`src/vlfr_pkg.sv`:
```
package vlfr_pkg;

   localparam int unsigned ByteWidth      = 8;
   localparam int unsigned LengthWidth    = 28;
   localparam int unsigned SeenWidth      = 3;
   localparam int unsigned DigitBits      = 7;
   localparam int unsigned ShiftWidth     = 6;
   localparam int unsigned MaxLenBytesDef = 4;

   typedef enum logic [2:0] {
      PH_START   = 3'd0,
      PH_TYPE    = 3'd1,
      PH_LENGTH  = 3'd2,
      PH_PAYLOAD = 3'd3,
      PH_CHECK   = 3'd4
   } phase_type;

   typedef enum logic {
      KIND_PAYLOAD   = 1'b0,
      KIND_FRAME_END = 1'b1
   } kind_type;

   // Byte held in the input stage, as seen by the parser.
   typedef struct packed {
      logic                 valid;
      logic [ByteWidth-1:0] rx_byte;
   } in_stage_type;

endpackage

```
`src/vlfr_stream_if.sv`:
```
interface vlfr_req_if;
   logic                           valid;
   logic                           ready;
   logic [vlfr_pkg::ByteWidth-1:0] rx_byte;

   modport source (output valid, output rx_byte, input ready);
   modport sink   (input valid, input rx_byte, output ready);
endinterface

interface vlfr_rsp_if;
   logic                             valid;
   logic                             ready;
   logic                             kind;
   logic [vlfr_pkg::ByteWidth-1:0]   data_byte;
   logic [vlfr_pkg::ByteWidth-1:0]   frame_type;
   logic [vlfr_pkg::LengthWidth-1:0] frame_length;
   logic                             checksum_ok;

   modport source (output valid, output kind, output data_byte, output frame_type,
                   output frame_length, output checksum_ok, input ready);
   modport sink   (input valid, input kind, input data_byte, input frame_type,
                   input frame_length, input checksum_ok, output ready);
endinterface

```
`src/varint_length_frame_receiver.sv`:
```
// Byte-stream deframer with a base-128 length field.
// req_chan carries one received byte per transaction (rx_byte). Frames are:
// start byte, type byte, 1..MAX_LEN_BYTES length bytes (7 bits each, low group
// first, top bit set means more follow), payload bytes, one checksum byte.
// rsp_chan gives one transaction per payload byte (kind 0, data_byte) and one
// at the checksum byte (kind 1, checksum_ok) carrying frame_type and
// frame_length. Start, type and length bytes give no transaction.
// An accepted byte is held in the input register, then parsed; its result is
// registered in the result register, which drives rsp_chan.
// Throughput: one byte per cycle when rsp_chan does not stall, set by the
// state update between the input register and the result register.
// Reset (synchronous) empties both registers and returns the parser to waiting
// for a start byte. When rsp_chan stalls, the result register holds; the input
// register still takes one more byte, then req_chan.ready drops until the
// result is taken. Bytes that produce no result wait while stalled as well;
// they drain only once the result register is empty or being taken.
module varint_length_frame_receiver #(
   parameter int unsigned MAX_LEN_BYTES = vlfr_pkg::MaxLenBytesDef
) (
   input  logic       clock,
   input  logic       reset,
   vlfr_req_if.sink   req_chan,
   vlfr_rsp_if.source rsp_chan
);

   vlfr_pkg::in_stage_type stage;
   logic                   take;

   vlfr_in_stage u_in_stage (
      .clock    (clock),
      .reset    (reset),
      .req_chan (req_chan),
      .take     (take),
      .stage    (stage)
   );

   vlfr_parse #(
      .MAX_LEN_BYTES (MAX_LEN_BYTES)
   ) u_parse (
      .clock    (clock),
      .reset    (reset),
      .stage    (stage),
      .take     (take),
      .rsp_chan (rsp_chan)
   );

endmodule

```
`src/vlfr_in_stage.sv`:
```
module vlfr_in_stage (
   input  logic                        clock,
   input  logic                        reset,
   vlfr_req_if.sink                    req_chan,
   input  logic                        take,
   output vlfr_pkg::in_stage_type      stage
);

   logic                           valid_ff, valid_in;
   logic [vlfr_pkg::ByteWidth-1:0] byte_ff, byte_in;
   logic                           load;

   // Slot is free when empty or when the parser drains it this cycle.
   assign req_chan.ready = !reset && (!valid_ff || take);
   assign load           = req_chan.valid && req_chan.ready;

   always_comb begin
      valid_in = valid_ff;
      byte_in  = byte_ff;
      if (load) begin
         valid_in = 1'b1;
         byte_in  = req_chan.rx_byte;
      end else if (take) begin
         valid_in = 1'b0;
      end
   end

   always_ff @(posedge clock) begin
      if (reset) begin
         valid_ff <= 1'b0;
      end else begin
         valid_ff <= valid_in;
      end
      byte_ff <= byte_in;
   end

   assign stage.valid   = valid_ff;
   assign stage.rx_byte = byte_ff;

endmodule

```
`src/vlfr_parse.sv`:
```
module vlfr_parse #(
   parameter int unsigned MAX_LEN_BYTES = vlfr_pkg::MaxLenBytesDef
) (
   input  logic                   clock,
   input  logic                   reset,
   input  vlfr_pkg::in_stage_type stage,
   output logic                   take,
   vlfr_rsp_if.source             rsp_chan
);

   localparam int unsigned BW = vlfr_pkg::ByteWidth;
   localparam int unsigned LW = vlfr_pkg::LengthWidth;
   localparam int unsigned SW = vlfr_pkg::SeenWidth;
   localparam logic [SW:0] MaxCount = (SW+1)'(MAX_LEN_BYTES);

   vlfr_pkg::phase_type phase_ff, phase_in;
   logic [BW-1:0]       sum_ff, sum_in;
   logic [BW-1:0]       type_ff, type_in;
   logic [LW-1:0]       length_ff, length_in;
   logic [SW-1:0]       seen_ff, seen_in;
   logic [LW-1:0]       left_ff, left_in;

   logic                out_valid_ff, out_valid_in;
   logic                out_kind_ff, out_kind_in;
   logic [BW-1:0]       out_data_ff, out_data_in;
   logic [BW-1:0]       out_type_ff, out_type_in;
   logic [LW-1:0]       out_len_ff, out_len_in;
   logic                out_ok_ff, out_ok_in;

   logic [BW-1:0]                       b;
   logic [vlfr_pkg::ShiftWidth-1:0]     shamt;
   logic [LW-1:0]                       part;
   logic [SW:0]                         count;
   logic [LW-1:0]                       len_sum;
   logic                                emit;

   assign b     = stage.rx_byte;
   assign take  = stage.valid && (!out_valid_ff || rsp_chan.ready);
   // 7 * seen as shift - subtract, seen is at most 7
   assign shamt = {seen_ff, 3'b000} - {3'b000, seen_ff};
   assign part  = {{(LW-vlfr_pkg::DigitBits){1'b0}}, b[vlfr_pkg::DigitBits-1:0]} << shamt;
   assign len_sum = length_ff + part;
   // count of length bytes including this one, where seen at all ones gives eight
   assign count = (seen_ff == {SW{1'b1}}) ? (SW+1)'(8) : {1'b0, seen_ff} + (SW+1)'(1);

   always_comb begin
      phase_in  = phase_ff;
      sum_in    = sum_ff;
      type_in   = type_ff;
      length_in = length_ff;
      seen_in   = seen_ff;
      left_in   = left_ff;
      emit        = 1'b0;
      out_kind_in = vlfr_pkg::KIND_PAYLOAD;
      out_data_in = '0;
      out_ok_in   = 1'b0;
      if (take) begin
         unique case (phase_ff)
            vlfr_pkg::PH_TYPE: begin
               type_in  = b;
               sum_in   = sum_ff + b;
               phase_in = vlfr_pkg::PH_LENGTH;
            end
            vlfr_pkg::PH_LENGTH: begin
               sum_in    = sum_ff + b;
               length_in = len_sum;
               seen_in   = seen_ff + SW'(1);
               if (!b[BW-1] || count >= MaxCount) begin
                  left_in  = len_sum;
                  phase_in = (len_sum != '0) ? vlfr_pkg::PH_PAYLOAD : vlfr_pkg::PH_CHECK;
               end
            end
            vlfr_pkg::PH_PAYLOAD: begin
               left_in = left_ff - LW'(1);
               if (left_ff == LW'(1)) begin
                  phase_in = vlfr_pkg::PH_CHECK;
               end
               emit        = 1'b1;
               out_data_in = b;
            end
            vlfr_pkg::PH_CHECK: begin
               emit        = 1'b1;
               out_kind_in = vlfr_pkg::KIND_FRAME_END;
               out_ok_in   = ((BW'(0) - sum_ff) == b);
               phase_in    = vlfr_pkg::PH_START;
            end
            default: begin
               sum_in    = b;
               type_in   = '0;
               length_in = '0;
               seen_in   = '0;
               left_in   = '0;
               phase_in  = vlfr_pkg::PH_TYPE;
            end
         endcase
      end
      // result fields report the frame state after this byte
      out_type_in = type_in;
      out_len_in  = length_in;
   end

   always_comb begin
      out_valid_in = out_valid_ff && !rsp_chan.ready;
      if (emit) begin
         out_valid_in = 1'b1;
      end
   end

   always_ff @(posedge clock) begin
      if (reset) begin
         phase_ff     <= vlfr_pkg::PH_START;
         sum_ff       <= '0;
         type_ff      <= '0;
         length_ff    <= '0;
         seen_ff      <= '0;
         left_ff      <= '0;
         out_valid_ff <= 1'b0;
      end else begin
         phase_ff     <= phase_in;
         sum_ff       <= sum_in;
         type_ff      <= type_in;
         length_ff    <= length_in;
         seen_ff      <= seen_in;
         left_ff      <= left_in;
         out_valid_ff <= out_valid_in;
      end
      if (emit) begin
         out_kind_ff <= out_kind_in;
         out_data_ff <= out_data_in;
         out_type_ff <= out_type_in;
         out_len_ff  <= out_len_in;
         out_ok_ff   <= out_ok_in;
      end
   end

   assign rsp_chan.valid        = out_valid_ff;
   assign rsp_chan.kind         = out_kind_ff;
   assign rsp_chan.data_byte    = out_data_ff;
   assign rsp_chan.frame_type   = out_type_ff;
   assign rsp_chan.frame_length = out_len_ff;
   assign rsp_chan.checksum_ok  = out_ok_ff;

   a_reset_phase: assert property (@(posedge clock)
      $past(reset) |-> (phase_ff == vlfr_pkg::PH_START && !out_valid_ff))
      else $error("parser not idle after reset");

   a_payload_left: assert property (@(posedge clock) disable iff (reset)
      (phase_ff == vlfr_pkg::PH_PAYLOAD) |-> (left_ff != '0))
      else $error("payload phase with nothing left");

   a_payload_no_ok: assert property (@(posedge clock) disable iff (reset)
      (out_valid_ff && out_kind_ff == vlfr_pkg::KIND_PAYLOAD) |-> !out_ok_ff)
      else $error("payload transaction carries checksum flag");

   a_end_no_data: assert property (@(posedge clock) disable iff (reset)
      (out_valid_ff && out_kind_ff == vlfr_pkg::KIND_FRAME_END) |-> (out_data_ff == '0))
      else $error("frame end transaction carries data");

   a_no_overwrite: assert property (@(posedge clock) disable iff (reset)
      (emit && out_valid_ff) |-> rsp_chan.ready)
      else $error("result overwritten before taken");

endmodule
```
`src/flat_wrapper.sv`:
```
// flat-port wrapper written by rule: the top's interface ports become plain ports
module varint_length_frame_receiver_flat 
#(
   parameter int unsigned MAX_LEN_BYTES = vlfr_pkg::MaxLenBytesDef
)
  (clock, reset, req_chan_valid, req_chan_rx_byte, req_chan_ready, rsp_chan_valid, rsp_chan_kind, rsp_chan_data_byte, rsp_chan_frame_type, rsp_chan_frame_length, rsp_chan_checksum_ok, rsp_chan_ready);
  vlfr_req_if req_chan_i ();
  vlfr_rsp_if rsp_chan_i ();
  input  logic clock;
  input  logic reset;
  input wire logic [$bits(req_chan_i.valid)-1:0] req_chan_valid;
  input wire logic [$bits(req_chan_i.rx_byte)-1:0] req_chan_rx_byte;
  output wire logic [$bits(req_chan_i.ready)-1:0] req_chan_ready;
  output wire logic [$bits(rsp_chan_i.valid)-1:0] rsp_chan_valid;
  output wire logic [$bits(rsp_chan_i.kind)-1:0] rsp_chan_kind;
  output wire logic [$bits(rsp_chan_i.data_byte)-1:0] rsp_chan_data_byte;
  output wire logic [$bits(rsp_chan_i.frame_type)-1:0] rsp_chan_frame_type;
  output wire logic [$bits(rsp_chan_i.frame_length)-1:0] rsp_chan_frame_length;
  output wire logic [$bits(rsp_chan_i.checksum_ok)-1:0] rsp_chan_checksum_ok;
  input wire logic [$bits(rsp_chan_i.ready)-1:0] rsp_chan_ready;
  assign req_chan_i.valid = req_chan_valid;
  assign req_chan_i.rx_byte = req_chan_rx_byte;
  assign req_chan_ready = req_chan_i.ready;
  assign rsp_chan_valid = rsp_chan_i.valid;
  assign rsp_chan_kind = rsp_chan_i.kind;
  assign rsp_chan_data_byte = rsp_chan_i.data_byte;
  assign rsp_chan_frame_type = rsp_chan_i.frame_type;
  assign rsp_chan_frame_length = rsp_chan_i.frame_length;
  assign rsp_chan_checksum_ok = rsp_chan_i.checksum_ok;
  assign rsp_chan_i.ready = rsp_chan_ready;
  varint_length_frame_receiver #(.MAX_LEN_BYTES(MAX_LEN_BYTES)) u_core (.clock(clock), .reset(reset), .req_chan(req_chan_i), .rsp_chan(rsp_chan_i));
endmodule
```
`config.mk`:
```
export PLATFORM = sky130hd
export DESIGN_NAME = varint_length_frame_receiver_flat
export DESIGN_NICKNAME = d
export VERILOG_FILES = /design/src/vlfr_pkg.sv /design/src/vlfr_stream_if.sv /design/src/varint_length_frame_receiver.sv /design/src/vlfr_in_stage.sv /design/src/vlfr_parse.sv /design/src/flat_wrapper.sv
export SDC_FILE = /design/constraint.sdc
export NUM_CORES = 1
export LEC_CHECK = 0
export BUFFER_PORTS_ARGS = -buffer_cell sky130_fd_sc_hd__buf_2
export CORE_MARGIN = 2
export CORE_UTILIZATION = 30
export CTS_CLUSTER_DIAMETER = 100
export DETAILED_ROUTE_END_ITERATION = 12
export GPL_ROUTABILITY_DRIVEN = 0
export HOLD_SLACK_MARGIN = 0.1
export REMOVE_ABC_BUFFERS = 1
export SLEW_MARGIN = 20
export SYNTH_ARGS = -nofsm -noshare
export SYNTH_HDL_FRONTEND = slang
export SYNTH_SLANG_ARGS = --single-unit
```
`constraint.sdc`:
```
create_clock -name clock -period 5.4 [get_ports clock]
set_clock_uncertainty 0.05 [all_clocks]
set_input_delay 1.08 -clock clock [delete_from_list [all_inputs] [get_ports clock]]
set_output_delay 1.08 -clock clock [all_outputs]
set_load 0.005 [all_outputs]
```
; Word-level counts from Yosys, hierarchy flattened
; Index checks and enable logic that the tools add are counted.
; W data, S select, Z words.
[totals]
ff_bits = 134
out_inout_bits = 48
[op_classes]
add_sub_neg = 7
magnitude_cmp = 1
n_eq_ne = 9
shifts = 1
mux = 19
n_bitwise = 3
n_reduce_logical = 25
[op_table]
columns = operator, count
row1 = $pmux W28 S3, 1
row2 = $mux W28, 2
row3 = $pmux W28 S2, 1
row4 = $pmux W8 S2, 2
row5 = $add A28 B28 Y28, 1
row6 = $eq A28 B1 Y1 const B, 1
row7 = $reduce_bool A28 Y1, 1
row8 = $shl A7 B6 Y28, 1
row9 = $sub A28 B1 Y28 const B, 1
row10 = $pmux W3 S4, 1
row11 = $mux W3, 3
row12 = $add A8 B8 Y8, 1
row13 = $eq A8 B8 Y1, 1
row14 = $mux W8, 1
row15 = $reduce_and A2 Y1, 4
row16 = $sub A1 B8 Y8 const A, 1
row17 = $eq A3 B2 Y1 const B, 2
row18 = $eq A3 B3 Y1 const B, 2
row19 = $mux W1, 6
row20 = $pmux W3 S2, 1
row21 = $reduce_and A3 Y1, 2
row22 = $reduce_or A2 Y1, 3
row23 = $reduce_or A3 Y1, 2
row24 = $sub A6 B3 Y6, 1
row25 = other kinds (11), 23

; Logic depth before layout (Yosys ltp)
; Gate-level depths: netlist (run 1).
[logic_depth]
ltp_word = 7
mapped_depth = 21
ltp_nobuf = 19

; Cells and area by module
; Synthesis (run 1) repeated with hierarchy kept, for this count alone.
[hier_totals]
cells_unflattened = 994
area_unflattened_um2 = 8619.5
[by_module_without_submodules]
columns = module, n_inst, cells_each, area_each_um2, seq_area_each_um2
row1 = vlfr_parse, 1, 980, 8311.7, 2962.8
row2 = vlfr_in_stage, 1, 14, 307.8, 260.2

; Least setup slack after synthesis (run 1)
; Ideal clock, no wire load.
[synth_path]
path_type = register to register
startpoint = register u_core.u_parse.seen_ff[0]
endpoint = register u_core.u_parse.phase_ff[1]
setup_time_ns = 0.125
arrival_ns = 5.260
required_time_ns = 5.225
setup_slack_ns = -0.035
stages_incl_launch_ff = 18
n_path_buf = 2
cell_sequence = dfxtp_1 > clkbuf_1 > inv_1 > ha_1 > buf_1 > mux2_2 > o21ai_0 > o22a_1 > nor2_1 > ha_1 > a21oi_1 > o21ai_1 > nand2b_1 > xor2_1 > or4_1 > or4b_1 > or4_4 > o41a_1
[synth_between]
elab_chain_len = 7
[synth_lines]
columns = element, line
row1 = from (decl), vlfr_parse.sv:20  ; logic [SW-1:0] seen_ff, seen_in;
row2 = from (signal assigned), vlfr_parse.sv:123  ; seen_ff <= seen_in;
row3 = $sub A6 B3 Y6, vlfr_parse.sv:40  ; assign shamt = {seen_ff, 3'b000} - {3'b000, seen_ff};
row4 = $shl A7 B6 Y28, vlfr_parse.sv:41  ; assign part = {{(LW-vlfr_pkg::DigitBits){1'b0}}, b[vlfr_pkg::DigitBits-1:0]} << shamt;
row5 = $add A28 B28 Y28, vlfr_parse.sv:42  ; assign len_sum = length_ff + part;
row6 = $reduce_bool A28 Y1, vlfr_parse.sv:70  ; phase_in = (len_sum != '0) ? vlfr_pkg::PH_PAYLOAD : vlfr_pkg::PH_CHECK;
row7 = $mux W3, vlfr_parse.sv:70
row8 = $mux W3, vlfr_parse.sv:68  ; if (!b[BW-1] || count >= MaxCount) begin
row9 = $pmux W3 S4, vlfr_parse.sv:58  ; unique case (phase_ff)
row10 = to (signal assigned), vlfr_parse.sv:111  ; phase_ff <= vlfr_pkg::PH_START;
row11 = to (signal assigned), vlfr_parse.sv:119  ; phase_ff <= phase_in;
row12 = to (decl), vlfr_parse.sv:16  ; vlfr_pkg::phase_type phase_ff, phase_in;
; Parallel ways exist; a longest one is shown, timed or not. The select of a mux whose other input is x is not followed.
; A chain may end at the register's enable or synchronous reset.

; Worst setup path in the final report (run 1)
; Ends and elaborated chain as after synthesis.

==> impl_metrics.yaml, run 1 <==
floorplanning:
  io_pins: 60
  die_x_um: 172
  die-area_um2: 29500
  initial_core_util_pct: 30.4
  rows: 61
  die_y_um: 172
  core_um2: 27700
logic_synthesis:
  synth_area_leader_cell: "edfxtp_1"
  synth_edf_count: 54
  synth_area_leaders: "edfxtp_1, dfxtp_1, ha_1, nor2_1, a21oi_1"
  ys_types: 73
  synth-seq-cells: 134
  postSynthCellCount: 994
  synth_largest_type_area_fraction_pct: 19.2
  yosysSeqAreaShare_pct: 38.2
  synthesis.area_um2: 8430
  synth-warning-count: 0
  synthFlopType: "dfxtp_1"
  async_flop_share_pct: 0
  avgSynthCellArea_um2: 8.49
critical_path:
  path_class: "register to register"
  crit_top_cell: "inv_1"
  cp-end-kind: "register"
  worst_path_max_delay_cell: "or4_4"
  cp-startpoint: "u_core.u_parse.seen_ff[0]"
  max_stage_delay_ns: 0.51
  crit_chain: "inv_1, ha_1, inv_1, nand2_1, nor4b_1, ha_1, inv_1, fa_1, nand2b_1, nand2b_1, a21oi_2, xnor2_1, or3_1, or4_1, or4b_1, or4_4, o41a_1"
  cp_top_family: "simple AND/OR/NAND/NOR gates"
  reg2reg_from: "u_core.u_parse.seen_ff[0]"
  arrival_ns: 5.30
  start_kind: "register"
  cp_max_fo: 8
  crit_buf_inv: 3
  critPathRequiredTime_ns: 5.66
finish:
  nets: 1110
  areaGrowthSynthToFinish_pct: 16.7
  diodes: 0
  final_core_util_pct: 35.5
  fin_area_um2: 9840
  drive_above_1_share_pct: 12.7
timing:
  rsz0062_at_grt: "no"
  report.final.hold_viol_count: 0
  tightestPinTransition_ns: 1.14
  max_freq_mhz: 198
  fin_setup_tns_ns: 0
  final-max-slew-violation-count: 0
  min_period_ns: 5.04
  setup_viol: 0
  slew_headroom_pct: 23.2
  worst_hold_slack_ns: 0.444
  fin_crit_sh_pct: 93.3
global_route:
  grt_max_degree: 48
  grt_overflow: 0
  antenna_found_initial: 0
  grt_pass1_wl_mm: 40.3
  grt_pass1_vias: 7186
  grt_use_total_pct: 17.9
clocking:
  ctsResizeCount: 0
  ctsHoldBuffers: 0
  h-tree-depth: 4
  cts_made_buffers: 17
  insertion_delay_ns: 0.43
  cts.sinks: 134
  clk_pin_slew_ns: 0.06
  cts_buffer_depth: 2
  tritoncts: "done"
  root_buffer: "clkbuf_16"
  cts_setup_buffers: 0
flow_run:
  drv_cap: 0
routing:
  vias: 7854
  top_layer: "met4"
  antenna_left: 0
  wl_met1_mm: 12.3
  drtPass1Iterations: 5
  first_iter_violations: 740
  drc: 0
  wl_met2_mm: 11.4
  wl_met3_mm: 1.72
  wl_per_cell_um: 18.1
  viasPerCell: 5.43
  drt-total-wl_mm: 26.2
placement:
  io_buffers: 59
  place_area_um2: 9270
  hpwl_mm: 19.2
power_and_ir_drop:
  power_density_nw_per_um2: 254
  ir_drop_mv: 0.244
  leakagePower_nw: 3.83
run_status:
  status: "complete, no violations"
min_path:
  hold_path.class: "register to register"
  min_from: "u_core.u_parse.left_ff[18]"
==> per-stage QoR <==
step           total power, mW  std cells  setup slack, ns
2_1_floorplan             1.28        944           0.0470
5_1_grt                   2.59       1447           0.0729
3_5_place_dp              1.37       1415            0.436
4_1_cts                   2.52       1447            0.380
3_3_place_gp              1.37       1415            0.440
6_report                  2.50       1447            0.362
==> area by class of cell <==
class | count | area, um2
fillers | 2815 | 17900
flip-flops and latches | 134 | 3220
clock inverters | 14 | 139
inverters | 25 | 93.8
well taps | 378 | 473
repair buffers | 93 | 551
clock buffers | 18 | 429
multi-input cells | 785 | 4930
==> cells in the mapped netlist (6+ instances only) <==
library cell / number
nor2b_1: 8
clkbuf_1: 43
a22oi_1: 23
a21oi_1: 79
o21ai_1: 14
ha_1: 40
a21o_1: 14
edfxtp_1: 54
nor2_1: 110
mux2i_1: 20
nor4_1: 13
or3_1: 13
buf_1: 6
o211ai_1: 11
xnor2_1: 27
nand3_1: 24
nand3b_1: 6
o21ai_0: 43
dfxtp_1: 80
and2_1: 50
nand2_1: 101
inv_1: 24
nand4_1: 8
a211oi_1: 7
xor2_1: 16
a211o_1: 7
a22o_1: 21
nor3_1: 29
nand2b_1: 13
==> state kept, by name (all words and copies together) (netlist names) <==
name / flops
u_core.u_parse.left_ff: 28
u_core.u_parse.phase_ff: 3
u_core.u_parse.seen_ff: 3
u_core.u_parse.length_ff: 28
u_core.u_parse.rsp_chan.kind: 1
u_core.u_in_stage.valid_ff: 1
u_core.u_parse.rsp_chan.frame_length: 28
u_core.u_parse.type_ff: 8
u_core.u_in_stage.byte_ff: 8
u_core.u_parse.rsp_chan.valid: 1
u_core.u_parse.rsp_chan.data_byte: 8
u_core.u_parse.sum_ff: 8
u_core.u_parse.rsp_chan.checksum_ok: 1
u_core.u_parse.rsp_chan.frame_type: 8
==> metal layers <==
metal | track usage (%) | vias to the layer above
li1 | - | 3767
met1 | 24.4 | 3717
met2 | 27.5 | 311
met3 | 3.57 | 59
met4 | 7.55 | 0
met5 | 0 | -
==> worst min-delay path: stages, from the launching register on <==
cell and delay (ns):
dfxtp_1 0.34, nand2_1 0.06, a21oi_1 0.05
==> cell usage in the layout, fill, tap and decap left out, drive strengths merged, types with 8 or more instances in the layout <==
cell	instances
a21o	14
a21oi	80
a22o	21
a22oi	23
and2	51
buf	93
clkbuf	18
dfxtp	80
edfxtp	54
ha	40
inv	29
mux2i	20
nand2	102
nand2b	13
nand3	24
nand4	8
nor2	110
nor2b	8
nor3	29
nor4	13
o211ai	11
o21ai	57
or3	13
xnor2	27
xor2	16
==> logic make-up (layout without fill, tap and decap cells) <==
| group | count (synthesis) | count (layout) | synth area share [%] |
|---|---|---|---|
| AOI/OAI and AO/OA | 277 | 277 | 21.6 |
| xor gates and xnor gates | 43 | 43 | 4.47 |
| adders and majority gates | 42 | 42 | 6.41 |
| buffers and inverters | 75 | 150 | 3.35 |
| DFF | 134 | 134 | 38.2 |
| muxes | 23 | 23 | 2.77 |
| and+or+nand+nor | 400 | 400 | 23.2 |
==> power breakdown <==
group | switching (mW) | internal (mW) | total (mW) | leakage [nW]
logic | 0.173 | 0.102 | 0.275 | 2.43
registers | 0.0197 | 1.06 | 1.08 | 1.13
clock network | 0.502 | 0.645 | 1.15 | 0.270
total | 0.695 | 1.81 | 2.50 | 3.83
==> final timing paths <==
path                                end  slack, ns  cells past startpoint
max          u_core.u_parse.phase_ff[1]       0.36                     17
min          u_core.u_parse.left_ff[18]       0.44                      2
max reg2reg  u_core.u_parse.phase_ff[1]       0.36                     17
min reg2reg  u_core.u_parse.left_ff[18]       0.44                      2
(Power assumes the default switching activity.)
==> run 2: changes to the inputs <==
==> constraint.sdc (replaced) <==
create_clock -name clock -period 5.6 [get_ports clock]
set_clock_uncertainty 0.05 [all_clocks]
set_input_delay 1.12 -clock clock [delete_from_list [all_inputs] [get_ports clock]]
set_output_delay 1.12 -clock clock [all_outputs]
set_load 0.005 [all_outputs]
==> run 2 against run 1 <==
Clock power is 3% lower. Wire length is 0.90% lower. Combinational power is 5% lower. Non-clock buffer count is 11 lower. Cell count is 0.76% lower. Design area is 0.78% lower. Sequential power is 4% lower. Maximum frequency is 1.8% lower. Core utilization is 0.28 points lower. Critical endpoint unchanged.
==> impl_metrics.yaml, run 2 (same netlist as run 1, synthesis figures left out) <==
placement:
  pre_cts_slack_ns: 0.576
  hpwl_mm: 19.0
  io_buffers: 59
finish:
  areaGrowthSynthToFinish_pct: 15.8
  layout_common_cells: "nor2_1, nand2_1, dfxtp_1, a21oi_1, buf_2"
  drive_above_1_share_pct: 11.9
  nets: 1099
  fillers: 2817
  mostFrequentLayoutCell: "nor2_1"
  diodes: 0
routing:
  drc: 0
  wl_per_cell_um: 18.1
  drtPass1Iterations: 5
  antenna_left: 0
  viasPerCell: 5.42
  first_iter_violations: 680
  vias: 7783
  drt-total-wl_mm: 26.0
min_path:
  hold_path.class: "register to register"
  min_to: "u_core.u_parse.left_ff[11]"
  min_from: "u_core.u_parse.left_ff[11]"
  min_delay_path_depth: 2
critical_path:
  ff2ff_path_depth: 18
  cp_max_fo: 9
  reg2reg_from: "u_core.u_parse.seen_ff[0]"
  start_kind: "register"
  worstReg2RegEnd: "u_core.u_parse.phase_ff[1]"
  r2r_slack_ns: 0.47
  path_class: "register to register"
  arrival_ns: 5.40
  critPathRequiredTime_ns: 5.87
  cp-end-kind: "register"
global_route:
  grt_pass1_vias: 7060
  grt_pass1_wl_mm: 40.0
  grt_max_degree: 48
  grt_overflow: 0
  antenna_found_initial: 1
  grt_use_total_pct: 17.8
floorplanning:
  initial_core_util_pct: 30.4
  die_y_um: 172
  die-area_um2: 29500
  die_x_um: 172
  rows: 61
  io_pins: 60
  core_um2: 27700
power_and_ir_drop:
  comb_power_share_pct: 10.8
  power_density_nw_per_um2: 247
  power_switching_mw: 0.669
  switching_share_pct: 27.8
  power_frac_seq_pct: 43.2
  ir_drop_mv: 0.207
  clkPwrFrac_pct: 46.0
  p_int_mw: 1.74
  leakagePower_nw: 3.78
clocking:
  cts.sinks: 134
  cts_made_buffers: 17
  clk_pin_slew_ns: 0.07
  ctsResizeCount: 0
  cts_buffer_depth: 2
  h-tree-depth: 4
  insertion_delay_ns: 0.44
  tritoncts: "done"
  ctsHoldBuffers: 0
  root_buffer: "clkbuf_16"
  cts_setup_buffers: 0
timing:
  slew_headroom_pct: 24.4
  setup_viol: 0
  fin_setup_tns_ns: 0
  rsz0062_at_grt: "no"
  final-max-slew-violation-count: 0
  worst_hold_slack_ns: 0.438
  fin_crit_sh_pct: 91.6
  min_period_ns: 5.13
  max_freq_mhz: 195
  report.final.hold_viol_count: 0
  setup_ws_ns: 0.471
  tightestPinTransition_ns: 1.12
run_status:
  status: "complete, no violations"
flow_run:
  drv_cap: 0
run 2: cell types whose count changed in the layout (fill, tap and decap cells not counted), sizes merged:
cell	previous run	this run
clkinv	6	7
clkbuf	18	17
inv	29	30
buf	93	82
clkinvlp	3	2
run 2: routing by layer:
metal / routed length [um] / GRT usage (%)
met5: 0 / 0
met4: 717 / 6.78
met3: 1880 / 3.66
met2: 11500 / 27.6
met1: 11900 / 24.3
run 2: worst max-delay path by stage:
stage                                          from                          to  slack (ns)  cells after the start
final                     u_core.u_parse.seen_ff[0]  u_core.u_parse.phase_ff[1]        0.47                     18
after global routing      u_core.u_parse.seen_ff[0]  u_core.u_parse.phase_ff[1]         0.1                     18
after CTS                 u_core.u_parse.seen_ff[0]  u_core.u_parse.phase_ff[1]        0.53                     18
after detailed placement  u_core.u_parse.seen_ff[0]  u_core.u_parse.phase_ff[1]        0.58                     17
after global placement    u_core.u_parse.seen_ff[0]  u_core.u_parse.phase_ff[1]        0.61                     17
after floorplan           u_core.u_parse.seen_ff[0]  u_core.u_parse.phase_ff[1]        0.25                     18
run 2: metrics by stage:
step / instance area (um2) / power [mW] / utilization [%] / std cells
CTS: 9760 / 2.43 / 35.2 / 1436
global route: 9770 / 2.51 / 35.2 / 1436
floorplan: 8250 / 1.23 / - / 944
global placement: 9190 / 1.32 / 33.2 / 1404
finish: 9770 / 2.41 / 35.2 / 1436
detailed placement: 9190 / 1.32 / 33.2 / 1404
run 2: layout make-up:
cell class	instances	area, um2	area share (%)
multi-input combinational	785	4940	50.5
tap	378	473	4.84
inverter	25	93.8	0.961
sequential	134	3220	33.0
clock inverter	15	146	1.50
timing repair buffer	82	468	4.79
clock buffer	17	425	4.36
run 2: power groups by stage:
stage,registers [mW],logic (mW),clock network [mW]
floorplan,1.06,0.173,0
global placement,1.06,0.254,0
detailed placement,1.06,0.257,0
CTS,1.04,0.258,1.13
global route,1.04,0.287,1.17
finish,1.04,0.260,1.11
run 2: worst max-delay path: stages (launching register included):
cell and delay [ns]:
dfxtp_1 0.33, inv_1 0.12, ha_1 0.49, mux2i_1 0.36
nor2_1 0.07, a31oi_1 0.20, nor2_1 0.07, a22oi_1 0.15
o22a_1 0.16, nor2_1 0.05, ha_1 0.36, and4_1 0.27
o21ai_1 0.08, nand2b_1 0.12, xor2_1 0.18, or4_1 0.58
or4b_1 0.48, or4_4 0.51, o41a_1 0.41
==> run 3: changes to the inputs <==
--- a/config.mk
+++ b/config.mk
@@ -6,12 +6,15 @@
 export NUM_CORES = 1
 export LEC_CHECK = 0
 export BUFFER_PORTS_ARGS = -buffer_cell sky130_fd_sc_hd__buf_2
+export CELL_PAD_IN_SITES_DETAIL_PLACEMENT = 1
+export CELL_PAD_IN_SITES_GLOBAL_PLACEMENT = 1
 export CORE_MARGIN = 2
 export CORE_UTILIZATION = 30
 export CTS_CLUSTER_DIAMETER = 100
 export DETAILED_ROUTE_END_ITERATION = 12
 export GPL_ROUTABILITY_DRIVEN = 0
 export HOLD_SLACK_MARGIN = 0.1
+export PLACE_DENSITY_LB_ADDON = 0.1
 export REMOVE_ABC_BUFFERS = 1
 export SLEW_MARGIN = 20
 export SYNTH_ARGS = -nofsm -noshare
==> constraint.sdc (replaced) <==
create_clock -name clock -period 4.1 [get_ports clock]
set_clock_uncertainty 0.05 [all_clocks]
set_input_delay 0.82 -clock clock [delete_from_list [all_inputs] [get_ports clock]]
set_output_delay 0.82 -clock clock [all_outputs]
set_load 0.005 [all_outputs]
==> run 3 against run 2 <==
The run now ends with negative setup slack left. Register-to-register slack got worse by 0.99 ns. Wire length up 30%. Core utilization up 8.1 points. Worst setup slack worse by 0.99 ns. Design area increased by 23%. Non-clock buffer count grew 206. Combinational power increased by 79%. Cell count is 14% higher. Hold slack better by 0.0047 ns. Via count grew 9.3%. Critical path type unchanged. Largest power group unchanged. Highest routed layer unchanged.
==> impl_metrics.yaml, run 3 (same netlist as run 1, synthesis figures left out) <==
clocking:
  cts.sinks: 134
  clk_pin_slew_ns: 0.07
  cts_buffer_depth: 2
  h-tree-depth: 4
  tritoncts: "done"
  root_buffer: "clkbuf_16"
  ctsHoldBuffers: 0
  cts_made_buffers: 17
  insertion_delay_ns: 0.44
finish:
  nets: 1305
  fillers: 3279
  multi_input_area_um2: 5510
  layout_common_cells: "buf_4, nor2_1, nand2_1, dfxtp_1, a21oi_1"
  final_core_util_pct: 43.3
  ff_latch_area_um2: 3230
  drive_above_1_share_pct: 33.5
  mostFrequentLayoutCell: "buf_4"
  diodes: 0
  areaGrowthSynthToFinish_pct: 42.2
  fin_cells: 1642
flow_run:
  drv_cap: 0
global_route:
  grt_pass1_vias: 8881
  grt_max_degree: 38
  grt_use_total_pct: 23.3
  grt_pass1_wl_mm: 51.4
  grt_overflow: 0
  antenna_found_initial: 0
critical_path:
  crit_cells: 18
  crit_buf_inv: 4
  critPathCapture: "u_core.u_parse.phase_ff[1]"
  max_stage_delay_ns: 0.50
  path_class: "register to register"
  r2r_slack_ns: -0.52
  cp_top_family: "compound AO/OA/AOI/OAI gates"
  start_kind: "register"
  ff2ff_path_depth: 18
  worst_path_max_delay_cell: "or4_4"
  reg2reg_from: "u_core.u_parse.seen_ff[1]"
  arrival_ns: 4.89
  cp-startpoint: "u_core.u_parse.seen_ff[1]"
  critPathRequiredTime_ns: 4.37
  crit_chain: "inv_2, ha_4, buf_12, buf_6, mux2_4, buf_4, o21ai_2, nor2_1, ha_1, a21oi_2, o211ai_1, a2111oi_2, nand3_1, nand2_1, xor2_1, nand4_1, or4_4, o41a_1"
  cp_max_fo: 5
  worstReg2RegEnd: "u_core.u_parse.phase_ff[1]"
  cp-end-kind: "register"
routing:
  vias: 8506
  viasPerCell: 5.18
  antenna_left: 0
  drt-total-wl_mm: 33.7
  first_iter_violations: 373
  wl_per_cell_um: 20.5
  drc: 0
  drtPass1Iterations: 6
timing:
  min_period_ns: 4.62
  slew_headroom_pct: 43.4
  worst_hold_slack_ns: 0.443
  rsz0062_at_grt: "yes"
  setup_ws_ns: -0.516
  fin_setup_tns_ns: -2.34
  setup_viol: 9
  final-max-slew-violation-count: 0
  max_freq_mhz: 217
  tightestPinTransition_ns: 0.842
  report.final.hold_viol_count: 0
  fin_crit_sh_pct: 113
floorplanning:
  die-area_um2: 29500
  core_um2: 27700
  initial_core_util_pct: 30.4
  rows: 61
  io_pins: 60
  die_x_um: 172
  die_y_um: 172
power_and_ir_drop:
  p_total_mw: 3.42
  leakagePower_nw: 4.96
  ir_drop_mv: 0.196
  power_density_nw_per_um2: 285
run_status:
  violations: "negative setup slack"
  status: "finished, violations left"
placement:
  io_buffers: 59
  hpwl_mm: 25.0
  placed_cells: 1579
min_path:
  hold_path.class: "register to register"
## run 3: timing repair
item                       in CTS  in global routing
resized for setup              85                 59
buffers inserted               24                 12
setup endpoints to repair      41                 41
pin swaps                      43                 50
## run 3: routing by layer
metal  vias to the layer above  global-route usage (%)  wire length (um)
li1                       4138                       -                 -
met1                      4176                    29.8             15700
met2                       152                    39.3             16000
met3                        40                    3.54               986
met4                         0                    8.92               975
met5                         -                       0                 0
## run 3: worst reg2reg max path: stages (launching register included)
cell,delay (ns)
dfxtp_2,0.34
inv_2,0.05
ha_4,0.31
buf_12,0.12
buf_6,0.10
mux2_4,0.30
buf_4,0.14
o21ai_2,0.14
nor2_1,0.07
ha_1,0.36
a21oi_2,0.25
o211ai_1,0.21
a2111oi_2,0.45
nand3_1,0.15
nand2_1,0.13
xor2_1,0.25
nand4_1,0.26
or4_4,0.50
o41a_1,0.32
## run 3: per-stage QoR
stage	setup slack, ns	area, um2
detailed placement	-0.936	10500
global placement	-0.920	10500
global route	-0.671	12000
floorplan	-1.25	8250
CTS	-0.525	11700
finish	-0.516	12000
## run 3: final cells by class
| type | instances | area share (%) |
|---|---|---|
| tap | 378 | 3.94 |
| multi-input combinational | 785 | 45.9 |
| sequential | 134 | 26.9 |
| clock buffer | 24 | 4.37 |
| inverter | 25 | 0.782 |
| clock inverter | 8 | 0.469 |
| timing repair buffer | 288 | 17.6 |
## run 3: how the worst min path moves through the flow
stage | startpoint | to | slack, ns | depth (start not counted)
3_5_place_dp | u_core.u_parse.left_ff[11] | u_core.u_parse.left_ff[11] | 0.42 | 2
2_1_floorplan | u_core.u_parse.left_ff[11] | u_core.u_parse.left_ff[11] | 0.39 | 2
4_1_cts | u_core.u_parse.left_ff[11] | u_core.u_parse.left_ff[11] | 0.44 | 2
3_3_place_gp | u_core.u_parse.left_ff[11] | u_core.u_parse.left_ff[11] | 0.42 | 2
6_report | u_core.u_parse.left_ff[1] | u_core.u_parse.left_ff[1] | 0.44 | 2
5_1_grt | u_core.u_parse.left_ff[1] | u_core.u_parse.left_ff[1] | 0.47 | 2
## run 3: where the power goes
part / switching [mW] / total [mW] / leakage [nW] / internal [mW]
Clock: 0.633 / 1.53 / 0.288 / 0.898
Combinational: 0.273 / 0.465 / 3.54 / 0.191
Sequential: 0.0245 / 1.42 / 1.13 / 1.40
Total: 0.931 / 3.42 / 4.96 / 2.49
